## config.mk

```make
export PLATFORM = sky130hd
export DESIGN_NAME = sync_frame_parser_crc16_top_flat
export DESIGN_NICKNAME = d
export VERILOG_FILES = /design/src/design/sfp_pkg.sv /design/src/design/sfp_if.sv /design/src/design/sfp_parser.sv /design/src/design/sync_frame_parser_crc16_top.sv /design/src/flat_wrapper.sv
export SDC_FILE = /design/constraint.sdc
export NUM_CORES = 1
export LEC_CHECK = 0
export BUFFER_PORTS_ARGS = -buffer_cell sky130_fd_sc_hd__buf_2
export CORE_MARGIN = 4
export CORE_UTILIZATION = 30
export DETAILED_ROUTE_END_ITERATION = 8
export PLACE_DENSITY = 0.45
export SYNTH_ARGS = -nofsm -noshare
export SYNTH_HDL_FRONTEND = slang
export SYNTH_HIERARCHICAL = 1
export SYNTH_SLANG_ARGS = --single-unit
```

## constraint.sdc

```tcl
create_clock -name clk -period 25.1 [get_ports clk]
set_clock_uncertainty 0.15 [all_clocks]
set_input_delay 3.765 -clock clk [delete_from_list [all_inputs] [get_ports clk]]
set_output_delay 3.765 -clock clk [all_outputs]
set_load 0.05 [all_outputs]
```

## src/design/sfp_pkg.sv

```systemverilog
// sfp_pkg: shared types, constants and the crc-16 byte update for the sync frame parser
// no dependencies; used by the interfaces, sfp_parser and sync_frame_parser_crc16_top
package sfp_pkg;

  localparam logic [15:0] CRC_INIT = 16'hFFFF;
  localparam logic [15:0] CRC_POLY = 16'hA001;

  localparam logic [1:0] ST_VALID     = 2'd0;
  localparam logic [1:0] ST_CRC_ERR   = 2'd1;
  localparam logic [1:0] ST_PROTO_ERR = 2'd2;
  localparam logic [1:0] ST_LEN_ERR   = 2'd3;

  localparam int CFG_IDX_W = 3;
  localparam logic [CFG_IDX_W-1:0] REG_SYNC_FIRST  = 3'd0;
  localparam logic [CFG_IDX_W-1:0] REG_SYNC_SECOND = 3'd1;
  localparam logic [CFG_IDX_W-1:0] REG_VERSION     = 3'd2;
  localparam logic [CFG_IDX_W-1:0] REG_FRAME_TYPE  = 3'd3;
  localparam logic [CFG_IDX_W-1:0] REG_CMD_LEN     = 3'd4;
  localparam logic [CFG_IDX_W-1:0] REG_MAX_LEN     = 3'd5;

  localparam int POS_SYNC2   = 1;
  localparam int POS_VERSION = 2;
  localparam int POS_TYPE    = 3;
  localparam int POS_SEQ     = 4;
  localparam int POS_LEN     = 5;
  localparam int POS_PAYLOAD = 6;
  localparam int CMD_BYTES   = 5;

  typedef struct packed {
    logic [7:0] sync_first;
    logic [7:0] sync_second;
    logic [7:0] protocol_version;
    logic [7:0] command_frame_type;
    logic [5:0] command_payload_len;
    logic [5:0] max_payload_len;
  } cfg_t;

  localparam cfg_t CFG_RESET = '{
    sync_first:          8'hAA,
    sync_second:         8'h55,
    protocol_version:    8'h01,
    command_frame_type:  8'h01,
    command_payload_len: 6'd5,
    max_payload_len:     6'd56
  };

  typedef struct packed {
    logic [1:0]         frame_status;
    logic [7:0]         frame_sequence;
    logic [7:0]         command_code;
    logic signed [31:0] command_value;
    logic [31:0]        crc_error_count;
    logic [31:0]        protocol_error_count;
    logic [31:0]        valid_frame_count;
  } result_t;

  typedef struct packed {
    logic    hit;
    result_t data;
  } parse_res_t;

  function automatic logic [15:0] crc16_byte(input logic [15:0] crc_in, input logic [7:0] b);
    logic [15:0] c;
    c = crc_in ^ {8'h00, b};
    for (int k = 0; k < 8; k++) begin
      if (c[0]) c = (c >> 1) ^ CRC_POLY;
      else      c = c >> 1;
    end
    return c;
  endfunction

endpackage

```

## src/design/sfp_if.sv

```systemverilog
// sfp_if: valid/ready channel interfaces for bytes in, frame results out and register writes
// depends on sfp_pkg
interface sfp_in_if import sfp_pkg::*; ();
  logic       valid;
  logic       ready;
  logic [7:0] rx_byte;

  modport source (output valid, output rx_byte, input ready);
  modport sink   (input valid, input rx_byte, output ready);
endinterface

interface sfp_out_if import sfp_pkg::*; ();
  logic               valid;
  logic               ready;
  logic [1:0]         frame_status;
  logic [7:0]         frame_sequence;
  logic [7:0]         command_code;
  logic signed [31:0] command_value;
  logic [31:0]        crc_error_count;
  logic [31:0]        protocol_error_count;
  logic [31:0]        valid_frame_count;

  modport source (output valid, output frame_status, output frame_sequence,
                  output command_code, output command_value, output crc_error_count,
                  output protocol_error_count, output valid_frame_count, input ready);
  modport sink   (input valid, input frame_status, input frame_sequence,
                  input command_code, input command_value, input crc_error_count,
                  input protocol_error_count, input valid_frame_count, output ready);
endinterface

interface sfp_cfg_if import sfp_pkg::*; ();
  logic                 valid;
  logic                 ready;
  logic [CFG_IDX_W-1:0] index;
  logic [7:0]           data;

  modport source (output valid, output index, output data, input ready);
  modport sink   (input valid, input index, input data, output ready);
endinterface

```

## src/design/sfp_parser.sv

```systemverilog
// sfp_parser: frame state, field capture, running crc and error/valid counters
// depends on sfp_pkg; instantiated by sync_frame_parser_crc16_top
module sfp_parser import sfp_pkg::*; #(
  parameter int MAX_FRAME_BYTES = 64
) (
  input  logic       clk,
  input  logic       rst_n,
  input  logic       accept,
  input  logic [7:0] rx_byte,
  input  cfg_t       cfg,
  output parse_res_t res
);

  localparam int CW = $clog2(MAX_FRAME_BYTES + 1);
  localparam int EW = ((CW > 8) ? CW : 8) + 1;

  logic [CW-1:0] fill_r, fill_nxt;
  logic [15:0]   crc_r, crc_nxt;
  logic [7:0]    ver_r, ver_nxt;
  logic [7:0]    typ_r, typ_nxt;
  logic [7:0]    seq_r, seq_nxt;
  logic [7:0]    len_r, len_nxt;
  logic [7:0]    crclo_r, crclo_nxt;
  logic [7:0]    pay_r   [CMD_BYTES];
  logic [7:0]    pay_nxt [CMD_BYTES];
  logic [31:0]   crc_cnt_r, crc_cnt_nxt;
  logic [31:0]   prot_cnt_r, prot_cnt_nxt;
  logic [31:0]   val_cnt_r, val_cnt_nxt;

  logic [EW-1:0] fill_x;
  logic [EW-1:0] len_x;
  logic [7:0]    len_cur;
  logic [15:0]   crc_upd;
  logic [15:0]   rx_crc;
  logic [7:0]    pb [CMD_BYTES];

  assign fill_x  = EW'(fill_r);
  assign len_cur = (fill_x == EW'(POS_LEN)) ? rx_byte : len_r;
  assign len_x   = EW'(len_cur);
  assign crc_upd = crc16_byte((fill_x == EW'(POS_VERSION)) ? CRC_INIT : crc_r, rx_byte);
  assign rx_crc  = {rx_byte, crclo_r};

  always_comb begin
    for (int k = 0; k < CMD_BYTES; k++) begin
      pb[k] = (len_r > 8'(k)) ? pay_r[k] : 8'h00;
    end
  end

  always_comb begin
    fill_nxt     = fill_r;
    crc_nxt      = crc_r;
    ver_nxt      = ver_r;
    typ_nxt      = typ_r;
    seq_nxt      = seq_r;
    len_nxt      = len_r;
    crclo_nxt    = crclo_r;
    pay_nxt      = pay_r;
    crc_cnt_nxt  = crc_cnt_r;
    prot_cnt_nxt = prot_cnt_r;
    val_cnt_nxt  = val_cnt_r;
    res          = '0;

    priority if (fill_x == '0) begin
      if (rx_byte == cfg.sync_first) fill_nxt = CW'(1);
    end else if (fill_x == EW'(POS_SYNC2)) begin
      if (rx_byte == cfg.sync_second)     fill_nxt = CW'(2);
      else if (rx_byte == cfg.sync_first) fill_nxt = CW'(1);
      else                                fill_nxt = '0;
    end else if (fill_x >= EW'(MAX_FRAME_BYTES)) begin
      fill_nxt = '0;
    end else begin
      fill_nxt = fill_r + CW'(1);
      if (fill_x == EW'(POS_VERSION)) ver_nxt = rx_byte;
      if (fill_x == EW'(POS_TYPE))    typ_nxt = rx_byte;
      if (fill_x == EW'(POS_SEQ))     seq_nxt = rx_byte;
      if (fill_x == EW'(POS_LEN))     len_nxt = rx_byte;
      for (int k = 0; k < CMD_BYTES; k++) begin
        if (fill_x == EW'(POS_PAYLOAD + k)) pay_nxt[k] = rx_byte;
      end

      priority if (fill_x < EW'(POS_LEN)) begin
        crc_nxt = crc_upd;
      end else if (len_cur > {2'b00, cfg.max_payload_len}) begin
        fill_nxt                       = '0;
        prot_cnt_nxt                   = prot_cnt_r + 32'd1;
        res.hit                        = 1'b1;
        res.data.frame_status          = ST_LEN_ERR;
      end else if (fill_x <= EW'(POS_LEN) + len_x) begin
        crc_nxt = crc_upd;
      end else if (fill_x == EW'(POS_PAYLOAD) + len_x) begin
        crclo_nxt = rx_byte;
      end else begin
        fill_nxt                = '0;
        res.hit                 = 1'b1;
        res.data.frame_sequence = seq_r;
        priority if (rx_crc != crc_r) begin
          crc_cnt_nxt           = crc_cnt_r + 32'd1;
          res.data.frame_status = ST_CRC_ERR;
        end else if (ver_r == cfg.protocol_version && typ_r == cfg.command_frame_type &&
                     len_r == {2'b00, cfg.command_payload_len}) begin
          val_cnt_nxt            = val_cnt_r + 32'd1;
          res.data.frame_status  = ST_VALID;
          res.data.command_code  = pb[0];
          res.data.command_value = {pb[4], pb[3], pb[2], pb[1]};
        end else begin
          prot_cnt_nxt          = prot_cnt_r + 32'd1;
          res.data.frame_status = ST_PROTO_ERR;
        end
      end
    end

    res.data.crc_error_count      = crc_cnt_nxt;
    res.data.protocol_error_count = prot_cnt_nxt;
    res.data.valid_frame_count    = val_cnt_nxt;
  end

  always_ff @(posedge clk) begin
    if (!rst_n) begin
      fill_r     <= '0;
      crc_r      <= CRC_INIT;
      crc_cnt_r  <= '0;
      prot_cnt_r <= '0;
      val_cnt_r  <= '0;
    end else if (accept) begin
      fill_r     <= fill_nxt;
      crc_r      <= crc_nxt;
      crc_cnt_r  <= crc_cnt_nxt;
      prot_cnt_r <= prot_cnt_nxt;
      val_cnt_r  <= val_cnt_nxt;
    end
  end

  always_ff @(posedge clk) begin
    if (accept) begin
      ver_r   <= ver_nxt;
      typ_r   <= typ_nxt;
      seq_r   <= seq_nxt;
      len_r   <= len_nxt;
      crclo_r <= crclo_nxt;
      pay_r   <= pay_nxt;
    end
  end

endmodule

```

## src/design/sync_frame_parser_crc16_top.sv

```systemverilog
// Byte-serial frame receiver: hunts for two sync bytes, collects version, type,
// sequence, length, payload and a little-endian CRC-16/MODBUS, and reports each
// finished frame (valid command, crc error, protocol mismatch or oversize length)
// with wrapping error and valid counters. One byte is taken every clock cycle unless the
// input stalls; the crc update is a single unrolled 8-bit step between the frame state and
// the result register, so a result shows in the cycle after the byte that ends the frame.
// Input stalls only while a result sits in the output register and is not taken.
// Registers are written through the cfg channel, which is always ready.
// depends on sfp_pkg, sfp_if and sfp_parser
module sync_frame_parser_crc16_top import sfp_pkg::*; #(
  parameter int MAX_FRAME_BYTES = 64
) (
  input  logic             clk,
  input  logic             rst_n,
  sfp_in_if.sink           in_ch,
  sfp_out_if.source        out_ch,
  sfp_cfg_if.sink          cfg_ch
);

  cfg_t       cfg_r;
  logic       out_valid_r;
  result_t    out_r;
  logic       in_fire;
  parse_res_t res;

  assign in_ch.ready  = !out_valid_r || out_ch.ready;
  assign in_fire      = in_ch.valid && in_ch.ready;
  assign cfg_ch.ready = 1'b1;

  sfp_parser #(
    .MAX_FRAME_BYTES (MAX_FRAME_BYTES)
  ) u_parser (
    .clk     (clk),
    .rst_n   (rst_n),
    .accept  (in_fire),
    .rx_byte (in_ch.rx_byte),
    .cfg     (cfg_r),
    .res     (res)
  );

  always_ff @(posedge clk) begin
    if (!rst_n) begin
      cfg_r <= CFG_RESET;
    end else if (cfg_ch.valid) begin
      unique case (cfg_ch.index)
        REG_SYNC_FIRST:  cfg_r.sync_first          <= cfg_ch.data;
        REG_SYNC_SECOND: cfg_r.sync_second         <= cfg_ch.data;
        REG_VERSION:     cfg_r.protocol_version    <= cfg_ch.data;
        REG_FRAME_TYPE:  cfg_r.command_frame_type  <= cfg_ch.data;
        REG_CMD_LEN:     cfg_r.command_payload_len <= cfg_ch.data[5:0];
        REG_MAX_LEN:     cfg_r.max_payload_len     <= cfg_ch.data[5:0];
        default: ;
      endcase
    end
  end

  always_ff @(posedge clk) begin
    if (!rst_n) begin
      out_valid_r <= 1'b0;
    end else if (in_fire) begin
      out_valid_r <= res.hit;
    end else if (out_ch.ready) begin
      out_valid_r <= 1'b0;
    end
  end

  always_ff @(posedge clk) begin
    if (in_fire && res.hit) begin
      out_r <= res.data;
    end
  end

  assign out_ch.valid                = out_valid_r;
  assign out_ch.frame_status         = out_r.frame_status;
  assign out_ch.frame_sequence       = out_r.frame_sequence;
  assign out_ch.command_code         = out_r.command_code;
  assign out_ch.command_value        = out_r.command_value;
  assign out_ch.crc_error_count      = out_r.crc_error_count;
  assign out_ch.protocol_error_count = out_r.protocol_error_count;
  assign out_ch.valid_frame_count    = out_r.valid_frame_count;

endmodule

```

## src/flat_wrapper.sv

```systemverilog
// flat-port wrapper written by rule: the top's interface ports become plain ports
module sync_frame_parser_crc16_top_flat import sfp_pkg::*;
#(
  parameter int MAX_FRAME_BYTES = 64
)
  (clk, rst_n, in_ch_valid, in_ch_rx_byte, in_ch_ready, out_ch_valid, out_ch_frame_status, out_ch_frame_sequence, out_ch_command_code, out_ch_command_value, out_ch_crc_error_count, out_ch_protocol_error_count, out_ch_valid_frame_count, out_ch_ready, cfg_ch_valid, cfg_ch_index, cfg_ch_data, cfg_ch_ready);
  sfp_in_if in_ch_i ();
  sfp_out_if out_ch_i ();
  sfp_cfg_if cfg_ch_i ();
  input  logic clk;
  input  logic rst_n;
  input wire logic [$bits(in_ch_i.valid)-1:0] in_ch_valid;
  input wire logic [$bits(in_ch_i.rx_byte)-1:0] in_ch_rx_byte;
  output wire logic [$bits(in_ch_i.ready)-1:0] in_ch_ready;
  output wire logic [$bits(out_ch_i.valid)-1:0] out_ch_valid;
  output wire logic [$bits(out_ch_i.frame_status)-1:0] out_ch_frame_status;
  output wire logic [$bits(out_ch_i.frame_sequence)-1:0] out_ch_frame_sequence;
  output wire logic [$bits(out_ch_i.command_code)-1:0] out_ch_command_code;
  output wire logic [$bits(out_ch_i.command_value)-1:0] out_ch_command_value;
  output wire logic [$bits(out_ch_i.crc_error_count)-1:0] out_ch_crc_error_count;
  output wire logic [$bits(out_ch_i.protocol_error_count)-1:0] out_ch_protocol_error_count;
  output wire logic [$bits(out_ch_i.valid_frame_count)-1:0] out_ch_valid_frame_count;
  input wire logic [$bits(out_ch_i.ready)-1:0] out_ch_ready;
  input wire logic [$bits(cfg_ch_i.valid)-1:0] cfg_ch_valid;
  input wire logic [$bits(cfg_ch_i.index)-1:0] cfg_ch_index;
  input wire logic [$bits(cfg_ch_i.data)-1:0] cfg_ch_data;
  output wire logic [$bits(cfg_ch_i.ready)-1:0] cfg_ch_ready;
  assign in_ch_i.valid = in_ch_valid;
  assign in_ch_i.rx_byte = in_ch_rx_byte;
  assign in_ch_ready = in_ch_i.ready;
  assign out_ch_valid = out_ch_i.valid;
  assign out_ch_frame_status = out_ch_i.frame_status;
  assign out_ch_frame_sequence = out_ch_i.frame_sequence;
  assign out_ch_command_code = out_ch_i.command_code;
  assign out_ch_command_value = out_ch_i.command_value;
  assign out_ch_crc_error_count = out_ch_i.crc_error_count;
  assign out_ch_protocol_error_count = out_ch_i.protocol_error_count;
  assign out_ch_valid_frame_count = out_ch_i.valid_frame_count;
  assign out_ch_i.ready = out_ch_ready;
  assign cfg_ch_i.valid = cfg_ch_valid;
  assign cfg_ch_i.index = cfg_ch_index;
  assign cfg_ch_i.data = cfg_ch_data;
  assign cfg_ch_ready = cfg_ch_i.ready;
  sync_frame_parser_crc16_top #(.MAX_FRAME_BYTES(MAX_FRAME_BYTES)) u_core (.clk(clk), .rst_n(rst_n), .in_ch(in_ch_i), .out_ch(out_ch_i), .cfg_ch(cfg_ch_i));
endmodule
```

# Word-level counts from Yosys, hierarchy flattened
# Cells that the tools add are included.
dict set report word_totals {
  out_inout_bits 149
  register_bits 390
  inputBits 24
  word_cells 195
}
dict set report classes {
  n_mux 68
  reduce_logical 35
  bitwise_logic 21
  n_addsub 6
  n_eq_ne 24
  magnitude_cmp 9
}
# op n
set op_table {}
lappend op_table {{two-way mux 32 bit} 26}
lappend op_table {{two-way mux 51 bit} 6}
lappend op_table {{two-way mux 16 bit} 12}
lappend op_table {{adder 32 x 1 -> 32 bit, second input constant} 3}
lappend op_table {{two-way mux 40 bit} 2}
lappend op_table {{two-way mux 7 bit} 8}
lappend op_table {{OR reduction 10 bit} 5}
lappend op_table {{two-way mux 48 bit} 1}
lappend op_table {{two-way mux 8 bit} 6}
lappend op_table {{AND reduction 5 bit} 8}
lappend op_table {{== test 8 bit} 4}
lappend op_table {{== test 7 x 3 -> 1 bit, second input constant} 4}
lappend op_table {{inverter 2 -> 3 bit} 8}
lappend op_table {{== test 7 x 4 -> 1 bit, second input constant} 3}
lappend op_table {{adder 3 x 8 -> 9 bit, first input constant} 2}
lappend op_table {{> comparator 8 x 1 -> 1 bit, second input constant} 2}
lappend op_table {{> comparator 8 x 2 -> 1 bit, second input constant} 2}
lappend op_table {{!= test 16 bit} 1}
lappend op_table {{XOR 16 x 8 -> 16 bit} 1}
lappend op_table {{== test 7 x 2 -> 1 bit, second input constant} 2}
lappend op_table {{AND reduction 2 bit} 7}
lappend op_table {{inverter 1 bit} 12}
lappend op_table {{== test 7 x 9 -> 1 bit} 1}
lappend op_table {{less-or-equal comparator 7 x 9 -> 1 bit} 1}
lappend op_table {{other kinds (26)} 36}

# Logic depth before layout (Yosys ltp)
# Gate-level depths: netlist (run 1).
dict set report depth {
  ltp_word 22
  mapped_depth 22
  ltp_nobuf 19
}

# Hierarchy
# Netlist (run 1), hierarchy kept.
# mod n_inst area_per_inst_um2 cells_each seq_area_each_um2
set by_module_without_submodules {}
lappend by_module_without_submodules {sfp_parser 1 13037.5 1512 4784.6}
lappend by_module_without_submodules {sync_frame_parser_crc16_top 1 6200.9 322 5285.1}

# Least setup slack after synthesis (run 1)
# OpenSTA, ideal clock, no wires.
dict set report synth_path {
  path_type {input-to-reg}
  startpoint {input in_ch_rx_byte[0]}
  endpoint {register u_core.out_r, in the netlist u_core/out_ch.command_code[0], enable pin}
  path_buffers 1
  path_slack_ns 11.275
  t_arrival_ns 13.004
  stages 18
  setup_time_ns 0.671
  required_ns 24.279
  path_cell_list {clkbuf_1 -> and4b_1 -> nand2_1 -> nand2_1 -> ha_1 -> nor2_1 -> nor2_1 -> o22ai_1 -> ha_1 -> and4_1 -> and3_1 -> o21ai_0 -> nand4_1 -> nor2_1 -> o21ai_0 -> a21oi_1 -> nand2_1 -> nor2b_1}
}
# item line_no
set synth_lines {}
lappend synth_lines {{start, declared} flat_wrapper.sv:13} ;# input wire logic [$bits(in_ch_i.rx_byte)-1:0] in_ch_rx_byte;
lappend synth_lines {{end signal, assigned} sync_frame_parser_crc16_top.sv:69} ;# out_r <= res.data;
lappend synth_lines {{end, declared} sync_frame_parser_crc16_top.sv:22} ;# result_t out_r;

==> results of run 1 <==
-- cells in the mapped netlist (37+ instances only) --
cell / number / area (sq um)
dfxtp_1: 164 / 3280
nand4_1: 43 / 269
nor3_1: 44 / 220
nand2b_1: 64 / 400
xnor2_1: 70 / 613
nor2_1: 67 / 251
nor4_1: 37 / 231
a21oi_1: 94 / 470
mux2i_1: 99 / 991
nand2_1: 216 / 811
clkbuf_1: 81 / 304
xor2_1: 121 / 1060
nand3_1: 57 / 285
and3_1: 54 / 338
edfxtp_1: 226 / 6790
-- area by class of cell --
cell class,instances,area [sq um]
Clock buffer,62,1280
Clock inverter,25,250
Fill cell,6425,41000
Inverter,33,124
Multi-Input combinational cell,1282,8510
Sequential cell,390,10100
Tap cell,846,1060
Timing Repair Buffer,188,990
-- tightest hold or removal path, cell delays in order (launching register included) --
cell and delay (ns):
dfxtp_1 0.30, nand2_1 0.05, mux2i_1 0.06
-- cells by family (layout without fill, tap and decap cells) --
kind of cell | count (synthesis) | in the layout | synth area share (%)
AOI/OAI and AO/OA | 271 | 271 | 9.68
muxes | 101 | 101 | 5.27
other | 1 | 1 | 0.0195
and+or+nand+nor | 699 | 699 | 19.1
buffers and inverters | 162 | 308 | 3.70
DFF | 390 | 390 | 52.3
xor gates and xnor gates | 191 | 191 | 8.70
adders and majority gates | 19 | 19 | 1.24
-- registers in the layout (all words and copies together) (netlist names), 16 cells and up --
signal and cells:
u_core/out_ch.valid_frame_count 32, u_core/out_ch.crc_error_count 32, u_core/u_parser/crc_r 16, u_core/u_parser/pay_r 40
u_core/out_ch.protocol_error_count 32, u_core/u_parser/prot_cnt_r 32, u_core/cfg_r 44, u_core/u_parser/crc_cnt_r 32
u_core/out_ch.command_value 32, u_core/u_parser/val_cnt_r 32
-- routing by layer --
layer  track usage, %  wire length (microns)  vias up
met2             24.9                  24900      308
met5                0                     21        -
li1                 -                      -     6895
met4             4.14                   1240        4
met3             2.66                   2370       75
met1             20.3                  24100     6927
-- stage by stage --
step / area (sq um) / hold slack, ns / instances
2_1_floorplan: 19200 / 0.285 / 1834
3_3_place_gp: 20700 / 0.294 / 2739
3_5_place_dp: 20700 / 0.312 / 2739
4_1_cts: 22300 / 0.322 / 2826
5_1_grt: 22300 / 0.339 / 2826
6_report: 22300 / 0.314 / 2826
-- power breakdown --
part	switching (mW)	internal, mW
Sequential	0.00137	0.673
Combinational	0.0258	0.0121
Clock	0.268	0.411
Total	0.295	1.10
-- worst max path at each step --
stage	endpoint	slack, ns	depth (start not counted)
3_3_place_gp	u_core/out_ch.crc_error_count[1]	15.98	20
4_1_cts	u_core/out_ch.protocol_error_count[24]	16.49	20
3_5_place_dp	u_core/out_ch.protocol_error_count[22]	15.87	20
2_1_floorplan	u_core/out_ch.command_code[0]	11.28	18
6_report	u_core/out_ch.crc_error_count[1]	16.41	20
5_1_grt	u_core/out_ch.crc_error_count[1]	16.03	20
==> results_dict.tcl, run 1 <==
set metrics [dict create \
    gp_congestion 0.817 \
    p_per_area_nw_per_um2 62.4 \
    first_global_vias 13700 \
    cp_max_fo 77 \
    finalCritPeriodShare_pct 34.6 \
    postCtsSetupRepairBufs 0 \
    synth_cell_types 76 \
    syn_nets 1877 \
    setup_violations 0 \
    port_buffers 171 \
    slowest_delay_ns 0.86 \
    drv_cap 0 \
    drt_first_pass_iters 5 \
    grt_start_max_net_pins 127 \
    reg2reg_slack_ns 18.21 \
    crit_buf_inv 3 \
    timing.fmax_mhz 115 \
    dieArea_sq_um 68200 \
    row_count 92 \
    clock_path_buffers 3 \
    critPathLaunchType "input pin" \
    layout_common_cells "226 x edfxtp_1, 216 x nand2_1, 170 x buf_2" \
    fin_setup_tns_ns 0 \
    dp_slack_ns 15.87 \
    synth_edf_count 226 \
    drive_gt1_share_pct 14.1 \
    min_to "u_core/cfg_r[1]" \
    timing.final.hold_violations 0 \
    cts_tree "built" \
    cts-root-buf "clkbuf_16" \
    crit_start "in_ch_rx_byte[0]" \
    fin_nets 1985 \
    hp-start "u_core/cfg_r[1]" \
    r2r-end "u_core/out_ch.crc_error_count[1]" \
    synth_top_flop_cell "edfxtp_1" \
    netlist_instances 1834 \
    syn_to_final_growth_pct 15.8 \
    rsz0062_at_grt "no" \
    path_class "input pin to flop" \
    diodes 0 \
    initial_utilization_pct 30.4 \
    crit_chain "buf_2 > buf_4 > and4b_1 > nand2_1 > nand2_1 > ha_1 > nor2_1 > nor2_1 > o22ai_1 > ha_1 > and4_1 > and3_1 > o21ai_0 > nand4_1 > nor2_1 > o21ai_0 > a21oi_1 > nand2_1 > nor2b_4 > buf_4" \
    clkSinkCount 390 \
    ctsResizeCount 0 \
    hpwl_microns 34200 \
    final_util_pct 35.2 \
    async_flop_share_pct 0 \
    vias 14200 \
    grtUsageTotal_pct 15.0 \
    irDropWorstVdd_v 0.0000401 \
    worstPathRequired_ns 25.12 \
    ff2ff_path_depth 18 \
    overflow 0 \
    fin_crit_ns 8.69 \
    core_area_sq_um 63300 \
    rr_startpoint "u_core/u_parser/fill_r[2]" \
    synth_area_sq_um 19200 \
    drc 0 \
    layout_commonest_cell "edfxtp_1" \
    h-tree-depth 2 \
    power_mw 1.39 \
    slew_headroom_pct 22.1 \
    die_w_microns 261 \
    drtIter0Drc 807 \
    min_path_cells 2 \
    power.static_leakage_nw 8.52 \
    fp.dieH_microns 261 \
    holdBufCountCts 0 \
    drv_slew 0 \
    synth_seq_cells 390 \
    clk_pin_slew_ns 0.05 \
    cp-end-kind "flop" \
    worstPathArrival_ns 8.71 \
    crit_family "simple AND/OR/NAND/NOR gates" \
    antenna_found_initial 2 \
    worstHoldPathType "flop to flop" \
    avgSynthCellArea_sq_um 10.5 \
    slowest_stage "buf_4" \
    cts_made_buffers 47 \
    pin_count 173 \
    worst_slack_ns 16.41 \
    routed_via_density 5.03 \
    wl_per_cell_microns 18.6 \
    clkLatencyLatePin_ns 0.57 \
    worst_pin_slew_ns 1.17 \
    grt_pass1_wl_microns 81300 \
    yosysSeqAreaShare_pct 52.3 \
    outcome "finished, final reports clean" \
    drt_wl_total_microns 52600 \
    ys_warn_count 6 \
    ant_nets 0 \
]
(Power assumes the default switching activity.)
==> inputs of run 2 (changes only) <==
==> constraint.sdc (replaced) <==
create_clock -name clk -period 8.71 [get_ports clk]
set_clock_uncertainty 0.15 [all_clocks]
set_input_delay 1.3065 -clock clk [delete_from_list [all_inputs] [get_ports clk]]
set_output_delay 1.3065 -clock clk [all_outputs]
set_load 0.05 [all_outputs]
==> run 2 against run 1 <==
Critical path depth stayed put. Design area rose by 0.11%. Wire length about the same. Die area did not move. Critical path type is now flop to flop.
==> results_dict.tcl, run 2 (synthesis results as in run 1) <==
set metrics [dict create \
    clkSinkCount 390 \
    drc 0 \
    setup_violations 0 \
    clkPwrFrac_pct 48.6 \
    p_sw_mw 0.835 \
    diodes 0 \
    syn_to_final_growth_pct 16.0 \
    grtUsageTotal_pct 15.1 \
    hpwl_microns 34900 \
    cp-end-kind "flop" \
    seqPwrFrac_pct 48.6 \
    internal_power_mw 3.17 \
    clock_path_buffers 3 \
    crit_chain "inv_1 > ha_1 > nor2b_1 > nand2_1 > mux2i_1 > inv_1 > nor2_1 > nor2_1 > o22ai_1 > ha_1 > and4_1 > and3_1 > o21ai_0 > nand4_1 > nor2_1 > o21ai_0 > a21oi_1 > nand2_1 > nor2b_4 > buf_4" \
    wl_per_cell_microns 18.6 \
    fp.dieH_microns 261 \
    core_area_sq_um 63300 \
    drtIter0Drc 863 \
    largest_reg_flops 44 \
    cp_max_fo 31 \
    row_count 92 \
    drv_slew 0 \
    timing.final.hold_violations 0 \
    fin_hold_ws_ns 0.312 \
    outcome "finished, final reports clean" \
    rsz0062_at_grt "no" \
    routed_via_density 4.99 \
    die_w_microns 261 \
    regMostFlops "u_core/cfg_r" \
    layout_commonest_cell "edfxtp_1" \
    pin_count 173 \
    initial_utilization_pct 30.4 \
    timing.fmax_mhz 149 \
    slowest_delay_ns 0.87 \
    dieArea_sq_um 68200 \
    irDropWorstVdd_v 0.000108 \
    worstPathArrival_ns 6.79 \
    layout_common_cells "226 x edfxtp_1, 216 x nand2_1, 170 x buf_2" \
    cts_tree "built" \
    fin_crit_ns 6.72 \
    crit_buf_inv 3 \
    grt_pass1_wl_microns 81900 \
    cts_made_buffers 44 \
    worst_pin_slew_ns 1.18 \
    h-tree-depth 2 \
    crit_family "simple AND/OR/NAND/NOR gates" \
    drt_first_pass_iters 5 \
    p_comb_share_pct 2.8 \
    cpMostUsedCell "nor2_1" \
    clk_pin_slew_ns 0.06 \
    slowest_stage "nor2b_4" \
    path_class "flop to flop" \
    worstHoldPathType "flop to flop" \
    grt_start_max_net_pins 83 \
    finalCritPeriodShare_pct 77.2 \
    drive_gt1_share_pct 14.4 \
    reg2reg_slack_ns 1.99 \
    drv_cap 0 \
    ctsResizeCount 0 \
    reg_top3 "u_core/cfg_r: 44 flops, u_core/u_parser/pay_r: 40 flops" \
    gp_congestion 0.847 \
    antenna_found_initial 4 \
    worstPathRequired_ns 8.78 \
    overflow 0 \
    power_mw 4.00 \
    cts-root-buf "clkbuf_16" \
    fin_nets 1985 \
    fin_setup_tns_ns 0 \
    vias 14100 \
    drt_wl_total_microns 52600 \
    p_sw_share_pct 20.9 \
    p_per_area_nw_per_um2 179 \
    power.static_leakage_nw 8.54 \
    postCtsSetupRepairBufs 0 \
    port_buffers 171 \
    slew_headroom_pct 20.9 \
    first_global_vias 13600 \
    clkLatencyLatePin_ns 0.56 \
    holdBufCountCts 0 \
    critPathLaunchType "flop" \
    ant_nets 0 \
]
[run 2: cell types whose count changed in the layout (fill, tap and decap cells not counted)]
cell,delta
buf_12,+2
buf_4,+1
bufinv_16,+2
clkbuf_1,-4
clkbuf_16,-3
clkbuf_2,+1
clkbuf_8,+1
clkinv_1,-4
clkinv_4,+3
clkinvlp_4,-3
[run 2: final cells by class]
cell class	count	area (sq um)
clock buffer	57	1210
clock inverter	23	299
fill	6364	41000
inverter	33	124
multi-input combinational	1282	8510
sequential	390	10100
tap	846	1060
timing repair buffer	191	1040
[run 2: path summary, 6_finish.rpt]
check / startpoint / endpoint / cells past startpoint
worst max-delay path: u_core/u_parser/fill_r[1] / u_core/out_ch.frame_sequence[0] / 20
worst min-delay path: u_core/u_parser/prot_cnt_r[16] / u_core/u_parser/prot_cnt_r[16] / 2
worst min register to register: u_core/u_parser/prot_cnt_r[16] / u_core/u_parser/prot_cnt_r[16] / 2
worst max register to register: u_core/u_parser/fill_r[1] / u_core/out_ch.frame_sequence[0] / 20
[run 2: power by group through the flow]
stage | Sequential [mW] | Combinational, mW | Clock (mW)
2_1_floorplan | 1.98 | 0.0736 | 0
3_3_place_gp | 1.98 | 0.114 | 0
3_5_place_dp | 1.98 | 0.115 | 0
4_1_cts | 1.94 | 0.115 | 2.02
5_1_grt | 1.94 | 0.124 | 2.09
6_report | 1.94 | 0.112 | 1.95
[run 2: routing by layer]
metal	global-route usage [%]	routed length [microns]	up-vias
li1	-	-	6871
met1	20.2	23700	6794
met2	24.7	24700	324
met3	2.81	2580	97
met4	5.12	1660	6
met5	0	23	-
[run 2: worst reg2reg max path, cell delays in order (launching register included)]
cell and delay (ns):
dfxtp_1 0.35, inv_1 0.18, ha_1 0.42, nor2b_1 0.56, nand2_1 0.57, mux2i_1 0.43, inv_1 0.12, nor2_1 0.14
nor2_1 0.06, o22ai_1 0.15, ha_1 0.26, and4_1 0.22, and3_1 0.19, o21ai_0 0.09, nand4_1 0.22, nor2_1 0.39
o21ai_0 0.16, a21oi_1 0.23, nand2_1 0.14, nor2b_4 0.87, buf_4 0.48
[run 2: stage by stage]
step | instance area, sq um | std cells | utilization, % | setup slack [ns]
after floorplan | 19200 | 1834 | - | 0.213
after global placement | 20800 | 2742 | 32.8 | 2.13
after detailed placement | 20800 | 2742 | 32.8 | 2.00
after CTS | 22300 | 2822 | 35.2 | 1.96
after global routing | 22300 | 2822 | 35.2 | 1.34
final | 22300 | 2822 | 35.2 | 1.99
